File: src/hw/rtl/btlv_pkg.sv
// ----------------------------------------------------------------------------
// btlv_pkg: shared types and constants of the BER TLV stream parser
// Phase, role and error codes, field widths and the records that travel
// between the parser control and the row of end-position cells.
// ----------------------------------------------------------------------------
package btlv_pkg;

  localparam int OCT_W          = 8;
  localparam int TAG_W          = 28;
  localparam int LEN_W          = 32;
  localparam int NEST_W         = 4;
  localparam int CNT_W          = 4;
  localparam int CFG_W          = 4;
  localparam int TAG_OCTETS_MAX = 4;
  localparam int LEN_OCTETS_MAX = 4;

  localparam logic [4:0]       TAG_ESCAPE   = 5'h1F;
  localparam logic [7:0]       LEN_INDEF    = 8'h80;
  localparam logic [CFG_W-1:0] NEST_DEFAULT = 4'd8;

  typedef enum logic [2:0] {
    PH_ID      = 3'd0,
    PH_TAGC    = 3'd1,
    PH_LEN     = 3'd2,
    PH_LENC    = 3'd3,
    PH_CONTENT = 3'd4,
    PH_ERROR   = 3'd5
  } btlv_phase_t;

  typedef enum logic [2:0] {
    ROLE_ID      = 3'd0,
    ROLE_TAGC    = 3'd1,
    ROLE_LEN     = 3'd2,
    ROLE_LENC    = 3'd3,
    ROLE_CONTENT = 3'd4,
    ROLE_IGNORED = 3'd5
  } btlv_role_t;

  typedef enum logic [2:0] {
    ERR_NONE     = 3'd0,
    ERR_TAG_LONG = 3'd1,
    ERR_LEN_LONG = 3'd2,
    ERR_INDEF    = 3'd3,
    ERR_DEEP     = 3'd4,
    ERR_OVERRUN  = 3'd5
  } btlv_err_t;

  // request from the parser control to the stack row
  typedef struct packed {
    logic             fire;
    logic             restart;
    logic             push;
    logic             done;
    logic [LEN_W-1:0] pos;
    logic [LEN_W:0]   end_new;
  } btlv_stk_req_t;

  // checks against the open parent
  typedef struct packed {
    logic over_pos;
    logic over_end;
  } btlv_stk_stat_t;

  typedef struct packed {
    logic over_pos;
    logic over_end;
    logic close;
  } btlv_cell_stat_t;

  typedef struct packed {
    btlv_role_t        role;
    logic              header_done;
    logic [1:0]        tag_class;
    logic              constructed;
    logic [TAG_W-1:0]  tag_number;
    logic [LEN_W-1:0]  content_length;
    logic [NEST_W-1:0] nest_depth;
    logic [OCT_W-1:0]  content_byte;
    logic              content_last;
    logic [NEST_W-1:0] levels_closed;
    btlv_err_t         error_code;
  } btlv_res_t;

endpackage

File: src/hw/rtl/btlv_ifs.sv
// ----------------------------------------------------------------------------
// btlv_ifs: channel interfaces of the BER TLV stream parser
// Byte input channel, result channel and nesting-limit write channel,
// each a valid/ready pair with its payload.
// ----------------------------------------------------------------------------
interface btlv_in_if import btlv_pkg::*; ();
  logic             valid;
  logic             ready;
  logic [OCT_W-1:0] octet;
  logic             restart;

  modport source (output valid, output octet, output restart, input ready);
  modport sink   (input valid, input octet, input restart, output ready);
endinterface

interface btlv_out_if import btlv_pkg::*; ();
  logic              valid;
  logic              ready;
  logic [2:0]        role;
  logic              header_done;
  logic [1:0]        tag_class;
  logic              constructed;
  logic [TAG_W-1:0]  tag_number;
  logic [LEN_W-1:0]  content_length;
  logic [NEST_W-1:0] nest_depth;
  logic [OCT_W-1:0]  content_byte;
  logic              content_last;
  logic [NEST_W-1:0] levels_closed;
  logic [2:0]        error_code;

  modport source (
    output valid, output role, output header_done, output tag_class,
    output constructed, output tag_number, output content_length,
    output nest_depth, output content_byte, output content_last,
    output levels_closed, output error_code, input ready
  );
  modport sink (
    input valid, input role, input header_done, input tag_class,
    input constructed, input tag_number, input content_length,
    input nest_depth, input content_byte, input content_last,
    input levels_closed, input error_code, output ready
  );
endinterface

interface btlv_cfg_if import btlv_pkg::*; ();
  logic             valid;
  logic             ready;
  logic [CFG_W-1:0] max_nesting;

  modport source (output valid, output max_nesting, input ready);
  modport sink   (input valid, input max_nesting, output ready);
endinterface

File: src/hw/rtl/btlv_cell.sv
// ----------------------------------------------------------------------------
// btlv_cell: one stack level of open constructed objects
// Holds the end position of the object at its level, checks it against
// the current byte when it is the top, and joins the closing chain that
// runs down from the top of the row.
// ----------------------------------------------------------------------------
module btlv_cell import btlv_pkg::*; #(
  parameter int LVL_W = 4,
  parameter int IDX   = 0
) (
  input  logic            clk,
  input  btlv_stk_req_t   req,
  input  logic [LVL_W-1:0] level_cur,
  input  logic            chain_in,
  output logic            chain_out,
  output btlv_cell_stat_t stat
);

  logic [LEN_W-1:0] end_r;
  logic             is_top;
  logic             push_here;
  logic             occupied;
  logic             match;

  assign is_top    = (level_cur == LVL_W'(IDX + 1));
  assign push_here = req.push && (level_cur == LVL_W'(IDX));
  assign occupied  = (level_cur > LVL_W'(IDX)) || push_here;

  // a fresh push only closes on its header byte, i.e. zero length
  assign match = push_here ||
                 ({1'b0, end_r} == ({1'b0, req.pos} + (LEN_W + 1)'(1)));

  always_ff @(posedge clk) begin
    if (req.fire && push_here) begin
      end_r <= req.end_new[LEN_W-1:0];
    end
  end

  assign stat.over_pos = is_top && (req.pos >= end_r);
  assign stat.over_end = is_top && (req.end_new > {1'b0, end_r});
  assign stat.close    = req.done && occupied && match && chain_in;

  // empty levels pass the chain, occupied ones only if they close too
  assign chain_out = occupied ? stat.close : chain_in;

endmodule

File: src/hw/rtl/btlv_stack.sv
// ----------------------------------------------------------------------------
// btlv_stack: row of end-position cells and the stack level
// Collects the parent checks of the top cell, counts the levels that close
// at the current byte and keeps the number of open constructed objects.
// ----------------------------------------------------------------------------
module btlv_stack import btlv_pkg::*; #(
  parameter int  MAX_DEPTH = 8,
  localparam int LVL_W     = $clog2(MAX_DEPTH + 1)
) (
  input  logic             clk,
  input  logic             rst_n,
  input  btlv_stk_req_t    req,
  output btlv_stk_stat_t   stat,
  output logic [LVL_W-1:0] level_cur,
  output logic [LVL_W-1:0] level_nxt,
  output logic [LVL_W-1:0] closed
);

  logic [LVL_W-1:0] level_r;
  logic [MAX_DEPTH:0] chain;
  btlv_cell_stat_t  cstat [MAX_DEPTH];

  assign level_cur        = req.restart ? '0 : level_r;
  assign chain[MAX_DEPTH] = 1'b1;

  for (genvar i = 0; i < MAX_DEPTH; i++) begin : g_cell
    btlv_cell #(
      .LVL_W (LVL_W),
      .IDX   (i)
    ) u_cell (
      .clk       (clk),
      .req       (req),
      .level_cur (level_cur),
      .chain_in  (chain[i+1]),
      .chain_out (chain[i]),
      .stat      (cstat[i])
    );
  end

  always_comb begin
    stat   = '0;
    closed = '0;
    for (int i = 0; i < MAX_DEPTH; i++) begin
      stat.over_pos = stat.over_pos | cstat[i].over_pos;
      stat.over_end = stat.over_end | cstat[i].over_end;
      closed        = closed + LVL_W'(cstat[i].close);
    end
  end

  assign level_nxt = level_cur + LVL_W'(req.push) - closed;

  always_ff @(posedge clk) begin
    if (!rst_n) begin
      level_r <= '0;
    end else if (req.fire) begin
      level_r <= level_nxt;
    end
  end

`ifndef NO_ASSERTIONS
  a_level_bound: assert property (@(posedge clk) disable iff (!rst_n)
    level_r <= LVL_W'(MAX_DEPTH))
    else $error("stack level above depth");

  a_push_room: assert property (@(posedge clk) disable iff (!rst_n)
    req.fire && req.push |-> level_cur < LVL_W'(MAX_DEPTH))
    else $error("push into full stack");

  a_close_done: assert property (@(posedge clk) disable iff (!rst_n)
    req.fire && (closed != '0) |-> req.done && (stat.over_end == 1'b0 || req.push == 1'b0))
    else $error("levels closed without a finished object");
`endif

endmodule

File: src/hw/rtl/ber_tlv_stream_parser.sv
// ----------------------------------------------------------------------------
// ber_tlv_stream_parser: byte-serial BER TLV parser
//
//   channel   dir  handshake            payload
//   in_ch     in   valid/ready          octet, restart
//   out_ch    out  valid/ready          role ... error_code, one word per byte
//   cfg_ch    in   valid/ready (ready=1) max_nesting
//
// One byte per cycle unless stalled; each result comes in the next cycle.
// The path that sets the cycle is the length shift, the end-position add and
// the compare in the top stack cell, then the closing chain down the row.
// in_ch.ready is low only while a result waits and out_ch.ready is low.
// rst_n (synchronous) clears the parser state and sets max_nesting to 8.
// ----------------------------------------------------------------------------
module ber_tlv_stream_parser import btlv_pkg::*; #(
  parameter int MAX_DEPTH = 8
) (
  input  logic        clk,
  input  logic        rst_n,
  btlv_in_if.sink     in_ch,
  btlv_out_if.source  out_ch,
  btlv_cfg_if.sink    cfg_ch
);

  localparam int LVL_W = $clog2(MAX_DEPTH + 1);
  localparam int LIM_W = (LVL_W > CFG_W) ? LVL_W : CFG_W;

  // parser state
  btlv_phase_t       phase_r, phase_nxt, phase_cur;
  btlv_err_t         err_r, err_nxt, err_cur, err_new, early_err;
  logic [LEN_W-1:0]  pos_r, pos_cur;
  logic [TAG_W-1:0]  tag_r, tag_n;
  logic [CNT_W-1:0]  cnt_r, cnt_n, cnt_sat;
  logic [LEN_W-1:0]  len_r, len_n;
  logic [CNT_W-1:0]  left_r, left_n, left_dec;
  logic [1:0]        class_r, class_n;
  logic              constr_r, constr_n;
  logic [LEN_W-1:0]  cont_r, cont_n, cont_dec;
  logic [CFG_W-1:0]  max_nest_r;

  // per-byte decode
  logic              in_fire;
  logic [OCT_W-1:0]  b;
  logic              ignore;
  btlv_role_t        role;
  logic              hdr_raw, hdr_out, hdr_id;
  logic              go_tagc, go_len, go_lenc, go_content;
  logic              prim_done, done, push, clast;
  logic [OCT_W-1:0]  cbyte;
  logic [LEN_W:0]    end_new;
  logic [LIM_W-1:0]  limit;
  logic              at_limit;

  // stack row
  btlv_stk_req_t     stk_req;
  btlv_stk_stat_t    stk_stat;
  logic [LVL_W-1:0]  level_cur, level_nxt, closed;

  // result register
  logic              out_valid_r;
  btlv_res_t         res_r, res_nxt;

  assign cfg_ch.ready = 1'b1;
  assign in_ch.ready  = !out_valid_r || out_ch.ready;
  assign in_fire      = in_ch.valid && in_ch.ready;
  assign b            = in_ch.octet;

  // restart clears the message before this byte is parsed
  assign phase_cur = in_ch.restart ? PH_ID    : phase_r;
  assign err_cur   = in_ch.restart ? ERR_NONE : err_r;
  assign pos_cur   = in_ch.restart ? '0       : pos_r;
  assign ignore    = (err_cur != ERR_NONE) || (phase_cur == PH_ERROR);

  assign cnt_sat  = (cnt_r == '1) ? cnt_r : cnt_r + CNT_W'(1);
  assign left_dec = left_r - CNT_W'(left_r != '0);
  assign cont_dec = cont_r - LEN_W'(cont_r != '0);

  assign limit    = (LIM_W'(max_nest_r) > LIM_W'(MAX_DEPTH)) ? LIM_W'(MAX_DEPTH)
                                                             : LIM_W'(max_nest_r);
  assign at_limit = (LIM_W'(level_cur) >= limit);

  // field decode of the byte in the current phase
  always_comb begin
    role      = ROLE_IGNORED;
    early_err = ERR_NONE;
    hdr_raw   = 1'b0;
    class_n   = class_r;
    constr_n  = constr_r;
    tag_n     = tag_r;
    cnt_n     = cnt_r;
    len_n     = len_r;
    left_n    = left_r;
    cont_n    = cont_r;
    cbyte     = '0;
    clast     = 1'b0;
    prim_done = 1'b0;
    go_tagc   = 1'b0;
    go_len    = 1'b0;
    go_lenc   = 1'b0;
    if (!ignore) begin
      unique case (phase_cur)
        PH_ID: begin
          role     = ROLE_ID;
          class_n  = b[7:6];
          constr_n = b[5];
          len_n    = '0;
          cnt_n    = '0;
          if (b[4:0] == TAG_ESCAPE) begin
            tag_n   = '0;
            go_tagc = 1'b1;
          end else begin
            tag_n  = TAG_W'(b[4:0]);
            go_len = 1'b1;
          end
        end
        PH_TAGC: begin
          role = ROLE_TAGC;
          if (stk_stat.over_pos) begin
            early_err = ERR_OVERRUN;
          end else begin
            cnt_n = cnt_sat;
            if (cnt_sat > CNT_W'(TAG_OCTETS_MAX)) begin
              early_err = ERR_TAG_LONG;
            end else begin
              tag_n  = {tag_r[TAG_W-8:0], b[6:0]};
              go_len = !b[7];
            end
          end
        end
        PH_LEN: begin
          role = ROLE_LEN;
          if (stk_stat.over_pos) begin
            early_err = ERR_OVERRUN;
          end else if (b == LEN_INDEF) begin
            early_err = ERR_INDEF;
          end else if (b[7]) begin
            if (b[6:0] > 7'(LEN_OCTETS_MAX)) begin
              early_err = ERR_LEN_LONG;
            end else begin
              left_n  = CNT_W'(b[6:0]);
              len_n   = '0;
              go_lenc = 1'b1;
            end
          end else begin
            len_n   = LEN_W'(b);
            hdr_raw = 1'b1;
          end
        end
        PH_LENC: begin
          role = ROLE_LENC;
          if (stk_stat.over_pos) begin
            early_err = ERR_OVERRUN;
          end else if (len_r[LEN_W-1:LEN_W-8] != '0) begin
            early_err = ERR_LEN_LONG;
          end else begin
            len_n   = {len_r[LEN_W-9:0], b};
            left_n  = left_dec;
            hdr_raw = (left_dec == '0);
          end
        end
        PH_CONTENT: begin
          role   = ROLE_CONTENT;
          cbyte  = b;
          cont_n = cont_dec;
          if (cont_dec == '0) begin
            clast     = 1'b1;
            prim_done = 1'b1;
          end
        end
        default: begin
          role = ROLE_IGNORED;
        end
      endcase
    end
  end

  assign end_new = {1'b0, pos_cur} + (LEN_W + 1)'(1) + {1'b0, len_n};

  // finish a header: range, parent and nesting checks, then push, done or content
  always_comb begin
    err_new    = early_err;
    push       = 1'b0;
    done       = prim_done;
    go_content = 1'b0;
    hdr_id     = 1'b0;
    if (hdr_raw && early_err == ERR_NONE) begin
      priority if (end_new[LEN_W]) begin
        err_new = ERR_LEN_LONG;
      end else if (stk_stat.over_end) begin
        err_new = ERR_OVERRUN;
      end else if (constr_n) begin
        if (at_limit) begin
          err_new = ERR_DEEP;
        end else begin
          push   = 1'b1;
          hdr_id = 1'b1;
          done   = (len_n == '0);
        end
      end else if (len_n == '0) begin
        done   = 1'b1;
        hdr_id = 1'b1;
      end else begin
        go_content = 1'b1;
      end
    end
  end

  assign hdr_out = hdr_raw && (err_new == ERR_NONE);
  assign err_nxt = (err_new != ERR_NONE) ? err_new : err_cur;

  // next phase
  always_comb begin
    priority if (err_new != ERR_NONE) begin
      phase_nxt = PH_ERROR;
    end else if (ignore) begin
      phase_nxt = phase_cur;
    end else if (go_tagc) begin
      phase_nxt = PH_TAGC;
    end else if (go_lenc) begin
      phase_nxt = PH_LENC;
    end else if (go_content) begin
      phase_nxt = PH_CONTENT;
    end else if (hdr_id || prim_done) begin
      phase_nxt = PH_ID;
    end else if (go_len) begin
      phase_nxt = PH_LEN;
    end else begin
      phase_nxt = phase_cur;
    end
  end

  assign stk_req.fire    = in_fire;
  assign stk_req.restart = in_ch.restart;
  assign stk_req.push    = push;
  assign stk_req.done    = done;
  assign stk_req.pos     = pos_cur;
  assign stk_req.end_new = end_new;

  btlv_stack #(
    .MAX_DEPTH (MAX_DEPTH)
  ) u_stack (
    .clk       (clk),
    .rst_n     (rst_n),
    .req       (stk_req),
    .stat      (stk_stat),
    .level_cur (level_cur),
    .level_nxt (level_nxt),
    .closed    (closed)
  );

  // result word; an ignored byte reports only role, depth and error
  always_comb begin
    res_nxt            = '0;
    res_nxt.role       = role;
    res_nxt.nest_depth = NEST_W'(level_nxt);
    res_nxt.error_code = err_nxt;
    if (!ignore) begin
      res_nxt.header_done    = hdr_out;
      res_nxt.tag_class      = class_n;
      res_nxt.constructed    = constr_n;
      res_nxt.tag_number     = tag_n;
      res_nxt.content_length = len_n;
      res_nxt.content_byte   = cbyte;
      res_nxt.content_last   = clast;
      res_nxt.levels_closed  = NEST_W'(closed);
    end
  end

  always_ff @(posedge clk) begin
    if (!rst_n) begin
      phase_r    <= PH_ID;
      err_r      <= ERR_NONE;
      pos_r      <= '0;
      tag_r      <= '0;
      cnt_r      <= '0;
      len_r      <= '0;
      left_r     <= '0;
      class_r    <= '0;
      constr_r   <= 1'b0;
      cont_r     <= '0;
      max_nest_r <= NEST_DEFAULT;
    end else begin
      if (cfg_ch.valid && cfg_ch.ready) begin
        max_nest_r <= cfg_ch.max_nesting;
      end
      if (in_fire) begin
        phase_r  <= phase_nxt;
        err_r    <= err_nxt;
        pos_r    <= pos_cur + LEN_W'(1);
        tag_r    <= tag_n;
        cnt_r    <= cnt_n;
        len_r    <= len_n;
        left_r   <= left_n;
        class_r  <= class_n;
        constr_r <= constr_n;
        cont_r   <= go_content ? len_n : cont_n;
      end
    end
  end

  always_ff @(posedge clk) begin
    if (!rst_n) begin
      out_valid_r <= 1'b0;
    end else if (in_fire) begin
      out_valid_r <= 1'b1;
    end else if (out_ch.ready) begin
      out_valid_r <= 1'b0;
    end
  end

  always_ff @(posedge clk) begin
    if (in_fire) begin
      res_r <= res_nxt;
    end
  end

  assign out_ch.valid          = out_valid_r;
  assign out_ch.role           = res_r.role;
  assign out_ch.header_done    = res_r.header_done;
  assign out_ch.tag_class      = res_r.tag_class;
  assign out_ch.constructed    = res_r.constructed;
  assign out_ch.tag_number     = res_r.tag_number;
  assign out_ch.content_length = res_r.content_length;
  assign out_ch.nest_depth     = res_r.nest_depth;
  assign out_ch.content_byte   = res_r.content_byte;
  assign out_ch.content_last   = res_r.content_last;
  assign out_ch.levels_closed  = res_r.levels_closed;
  assign out_ch.error_code     = res_r.error_code;

`ifndef NO_ASSERTIONS
  a_err_phase: assert property (@(posedge clk) disable iff (!rst_n)
    (err_r != ERR_NONE) == (phase_r == PH_ERROR))
    else $error("sticky error and error phase disagree");

  a_fire_out: assert property (@(posedge clk) disable iff (!rst_n)
    in_fire |=> out_valid_r)
    else $error("accepted byte produced no result");

  a_last_role: assert property (@(posedge clk) disable iff (!rst_n)
    out_valid_r && res_r.content_last |-> res_r.role == ROLE_CONTENT)
    else $error("last mark outside content");
`endif

endmodule
File: src/flat_wrapper.sv
// flat-port wrapper written by rule: the top's interface ports become plain ports
module ber_tlv_stream_parser_flat import btlv_pkg::*;
#(
  parameter int MAX_DEPTH = 8
)
  (clk, rst_n, in_ch_valid, in_ch_octet, in_ch_restart, in_ch_ready, out_ch_valid, out_ch_role, out_ch_header_done, out_ch_tag_class, out_ch_constructed, out_ch_tag_number, out_ch_content_length, out_ch_nest_depth, out_ch_content_byte, out_ch_content_last, out_ch_levels_closed, out_ch_error_code, out_ch_ready, cfg_ch_valid, cfg_ch_max_nesting, cfg_ch_ready);
  btlv_in_if in_ch_i ();
  btlv_out_if out_ch_i ();
  btlv_cfg_if cfg_ch_i ();
  input  logic clk;
  input  logic rst_n;
  input wire logic [$bits(in_ch_i.valid)-1:0] in_ch_valid;
  input wire logic [$bits(in_ch_i.octet)-1:0] in_ch_octet;
  input wire logic [$bits(in_ch_i.restart)-1:0] in_ch_restart;
  output wire logic [$bits(in_ch_i.ready)-1:0] in_ch_ready;
  output wire logic [$bits(out_ch_i.valid)-1:0] out_ch_valid;
  output wire logic [$bits(out_ch_i.role)-1:0] out_ch_role;
  output wire logic [$bits(out_ch_i.header_done)-1:0] out_ch_header_done;
  output wire logic [$bits(out_ch_i.tag_class)-1:0] out_ch_tag_class;
  output wire logic [$bits(out_ch_i.constructed)-1:0] out_ch_constructed;
  output wire logic [$bits(out_ch_i.tag_number)-1:0] out_ch_tag_number;
  output wire logic [$bits(out_ch_i.content_length)-1:0] out_ch_content_length;
  output wire logic [$bits(out_ch_i.nest_depth)-1:0] out_ch_nest_depth;
  output wire logic [$bits(out_ch_i.content_byte)-1:0] out_ch_content_byte;
  output wire logic [$bits(out_ch_i.content_last)-1:0] out_ch_content_last;
  output wire logic [$bits(out_ch_i.levels_closed)-1:0] out_ch_levels_closed;
  output wire logic [$bits(out_ch_i.error_code)-1:0] out_ch_error_code;
  input wire logic [$bits(out_ch_i.ready)-1:0] out_ch_ready;
  input wire logic [$bits(cfg_ch_i.valid)-1:0] cfg_ch_valid;
  input wire logic [$bits(cfg_ch_i.max_nesting)-1:0] cfg_ch_max_nesting;
  output wire logic [$bits(cfg_ch_i.ready)-1:0] cfg_ch_ready;
  assign in_ch_i.valid = in_ch_valid;
  assign in_ch_i.octet = in_ch_octet;
  assign in_ch_i.restart = in_ch_restart;
  assign in_ch_ready = in_ch_i.ready;
  assign out_ch_valid = out_ch_i.valid;
  assign out_ch_role = out_ch_i.role;
  assign out_ch_header_done = out_ch_i.header_done;
  assign out_ch_tag_class = out_ch_i.tag_class;
  assign out_ch_constructed = out_ch_i.constructed;
  assign out_ch_tag_number = out_ch_i.tag_number;
  assign out_ch_content_length = out_ch_i.content_length;
  assign out_ch_nest_depth = out_ch_i.nest_depth;
  assign out_ch_content_byte = out_ch_i.content_byte;
  assign out_ch_content_last = out_ch_i.content_last;
  assign out_ch_levels_closed = out_ch_i.levels_closed;
  assign out_ch_error_code = out_ch_i.error_code;
  assign out_ch_i.ready = out_ch_ready;
  assign cfg_ch_i.valid = cfg_ch_valid;
  assign cfg_ch_i.max_nesting = cfg_ch_max_nesting;
  assign cfg_ch_ready = cfg_ch_i.ready;
  ber_tlv_stream_parser #(.MAX_DEPTH(MAX_DEPTH)) u_core (.clk(clk), .rst_n(rst_n), .in_ch(in_ch_i), .out_ch(out_ch_i), .cfg_ch(cfg_ch_i));
endmodule
File: config.mk
export PLATFORM = sky130hd
export DESIGN_NAME = ber_tlv_stream_parser_flat
export DESIGN_NICKNAME = d
export VERILOG_FILES = /design/src/hw/rtl/btlv_pkg.sv /design/src/hw/rtl/btlv_ifs.sv /design/src/hw/rtl/btlv_cell.sv /design/src/hw/rtl/btlv_stack.sv /design/src/hw/rtl/ber_tlv_stream_parser.sv /design/src/flat_wrapper.sv
export SDC_FILE = /design/constraint.sdc
export NUM_CORES = 2
export LEC_CHECK = 0
export ABC_AREA = 1
export BUFFER_PORTS_ARGS = -buffer_cell sky130_fd_sc_hd__buf_2
export CORE_MARGIN = 2
export CORE_UTILIZATION = 39
export DETAILED_ROUTE_END_ITERATION = 16
export HOLD_SLACK_MARGIN = 0.1
export PLACE_DENSITY = 0.58
export SLEW_MARGIN = 20
export SYNTH_ARGS = -nofsm -noshare
export SYNTH_HDL_FRONTEND = slang
export SYNTH_HIERARCHICAL = 1
export SYNTH_SLANG_ARGS = --single-unit
File: constraint.sdc
create_clock -name clk -period 22.2 [get_ports clk]
set_input_delay 2.22 -clock clk [delete_from_list [all_inputs] [get_ports clk]]
set_output_delay 2.22 -clock clk [all_outputs]
set_load 0.03 [all_outputs]
==> out/qor.txt <==
Status -> complete, no violations
GPL Wtd Cong -> 0.983
Fmax -> 0.0485 GHz
Syn_area_per_cell -> 6.86 µm²
Die Area -> 127000 µm²
Largest net degree at the start of global routing -> 75
Root buffer cell -> clkbuf_16
TritonCTS clock tree -> yes
Commonest non-fill, non-tap cell in the layout -> nand2_1
CP most frequent cell -> nand2_1
H-tree Lvls -> 3
# DRC -> 0
Final HPWL DP -> 142 mm
Antenna viol nets, final -> 0
Overall via count from detail_route -> 48900
All-layer global routing usage -> 0.299
CTS Buf Count -> 66
Die Span Y -> 356 µm
Fillers -> 12700
Synth Instances -> 7059
Final wirelength -> 195 mm
Rows -> 129
Fin crit share -> 0.928
Worst vdd ir -> 59.2 µV
Fin. max-slew vios -> 0
Most frequent cells in the layout -> 1940 x nand2_1, 959 x inv_1, 815 x nor2_1, 571 x ha_1, 410 x nand3_1
Tot Pwr -> 2710 µW
DR iter-0 viols -> 5370
Worst EP required -> 22620 ps
Pwr/cell area -> 49.8 nW/µm²
Fraction of layout cells with a size suffix above 1 -> 0.0914
Setup crit start kind -> primary input
Drt first pass iters -> 6
LEAKAGE -> 0.0258 µW
Final hold vios -> 0
First-pass GRT wire length -> 285 mm
Clock Sinks -> 493
Worst path max stage delay -> 720 ps
Post-route minimum period -> 20610 ps
Vias per std cell -> 5.46
Clock-pin slew on the worst setup and hold paths -> 60 ps
Max_cap viols -> 0
Min-delay worst type -> flip-flop to flip-flop
Critical path's slowest cell -> buf_2
Arrival time at the worst endpoint -> 21030 ps
Setup crit end kind -> flip-flop
Vias in the first global route -> 45200
Antenna violations before repair -> 9
Synth warn -> 6
Worst-path fanout max -> 27
Final nets -> 7873
Cell area after synthesis -> 48400 µm²
Clock Latency Late Sink -> 720 ps
Max Clock Skew -> 67.5 ps
Final setup violating endpoints -> 0
Port Buffers -> 106
Initial Utilization -> 0.392
WL/cell -> 21.7 µm
Clock Tree Buf Depth -> 3
Area grow syn2layout -> 12.4%
Area occupied by multi-input gates -> 31400 µm²
Gr ovfl total -> 0
Measured slew at the worst slew-check pin -> 1270 ps
Max-slew headroom -> 0.156
Core area -> 123000 µm²
Ports -> 108
Total negative slack -> 0 ps
RSZ-0062 raised after global routing -> no
Kind of critical path -> primary input to flip-flop
Sequential Area -> 13300 µm²
Die W -> 356 µm
[routing by layer]
layer | track usage | part of all wire | vias to the layer above
li1 | - | - | 23600
met1 | 0.393 | 0.42 | 22800
met2 | 0.472 | 0.44 | 2105
met3 | 0.0488 | 0.083 | 435
met4 | 0.154 | 0.057 | 0
met5 | 0 | 0 | -
[final cells by class]
| type | count | share of cell area |
|---|---|---|
| multi-input combinational | 5462 | 0.577 |
| timing repair buffer | 253 | 0.0313 |
| clock inverter | 37 | 0.00791 |
| inverter | 1002 | 0.0692 |
| sequential | 493 | 0.244 |
| clock buffer | 84 | 0.0329 |
| antenna | 3 | 0.000138 |
| tap | 1637 | 0.0376 |
[power breakdown]
group	leakage [µW]	switching (µW)	internal, µW
Sequential	0.00449	14.1	1020
Clock	0.00108	496	631
Combinational	0.0202	396	155
Total	0.0258	906	1810
[worst max-delay path, delay by kind of cell]
kind / cells / cell delay [ps]
AO/OA/AOI/OAI: 11 / 3160
XOR/XNOR: 2 / 770
adder cells (fa/ha/maj): 9 / 3170
buffers and inverters: 18 / 3310
AND/OR/NAND/NOR: 52 / 8260
[sequential cells by signal, indices dropped and copies added (netlist names), 8 cells and up]
name / flops
u_core/len_r: 32
u_core/out_ch.content_length: 32
u_core/tag_r: 28
u_core/out_ch.content_byte: 8
u_core/out_ch.tag_number: 28
u_core/pos_r: 32
u_core/u_stack/g_cell.u_cell/end_r: 256
u_core/cont_r: 32
[timing repair]
| item | in CTS | in global routing |
|---|---|---|
| setup buffers | 0 | 0 |
| hold buffers | 0 | 0 |
| gates resized for setup | 0 | 1 |
| setup endpoints to repair | 0 | 1 |
| endpoints found under the hold margin | 0 | 0 |
[through the flow]
step	instance area (µm²)	util	cells	hold slack [ps]	worst slack [ps]
after floorplan	48400	-	7060	434	4980
after global placement	52100	0.422	8845	447	1160
after detailed placement	52200	0.423	8847	453	1170
after CTS	54400	0.441	8968	465	1850
after global routing	54400	0.441	8968	493	221
final	54400	0.441	8971	467	1590
[final timing paths]
| path | to | slack, ps | from | cells after the start |
|---|---|---|---|---|
| worst max-delay path | u_core/out_ch.nest_depth[3]$_DFFE_PP_ | 1590 | in_ch_restart | 92 |
| worst min-delay path | u_core/tag_r[21]$_SDFFE_PN0P_ | 470 | u_core/tag_r[21]$_SDFFE_PN0P_ | 2 |
| worst max register to register | u_core/out_ch.nest_depth[3]$_DFFE_PP_ | 3470 | u_core/pos_r[9]$_SDFFE_PN0P_ | 93 |
| worst min register to register | u_core/tag_r[21]$_SDFFE_PN0P_ | 470 | u_core/tag_r[21]$_SDFFE_PN0P_ | 2 |
Note: power is estimated with default switching activity, not from simulation.
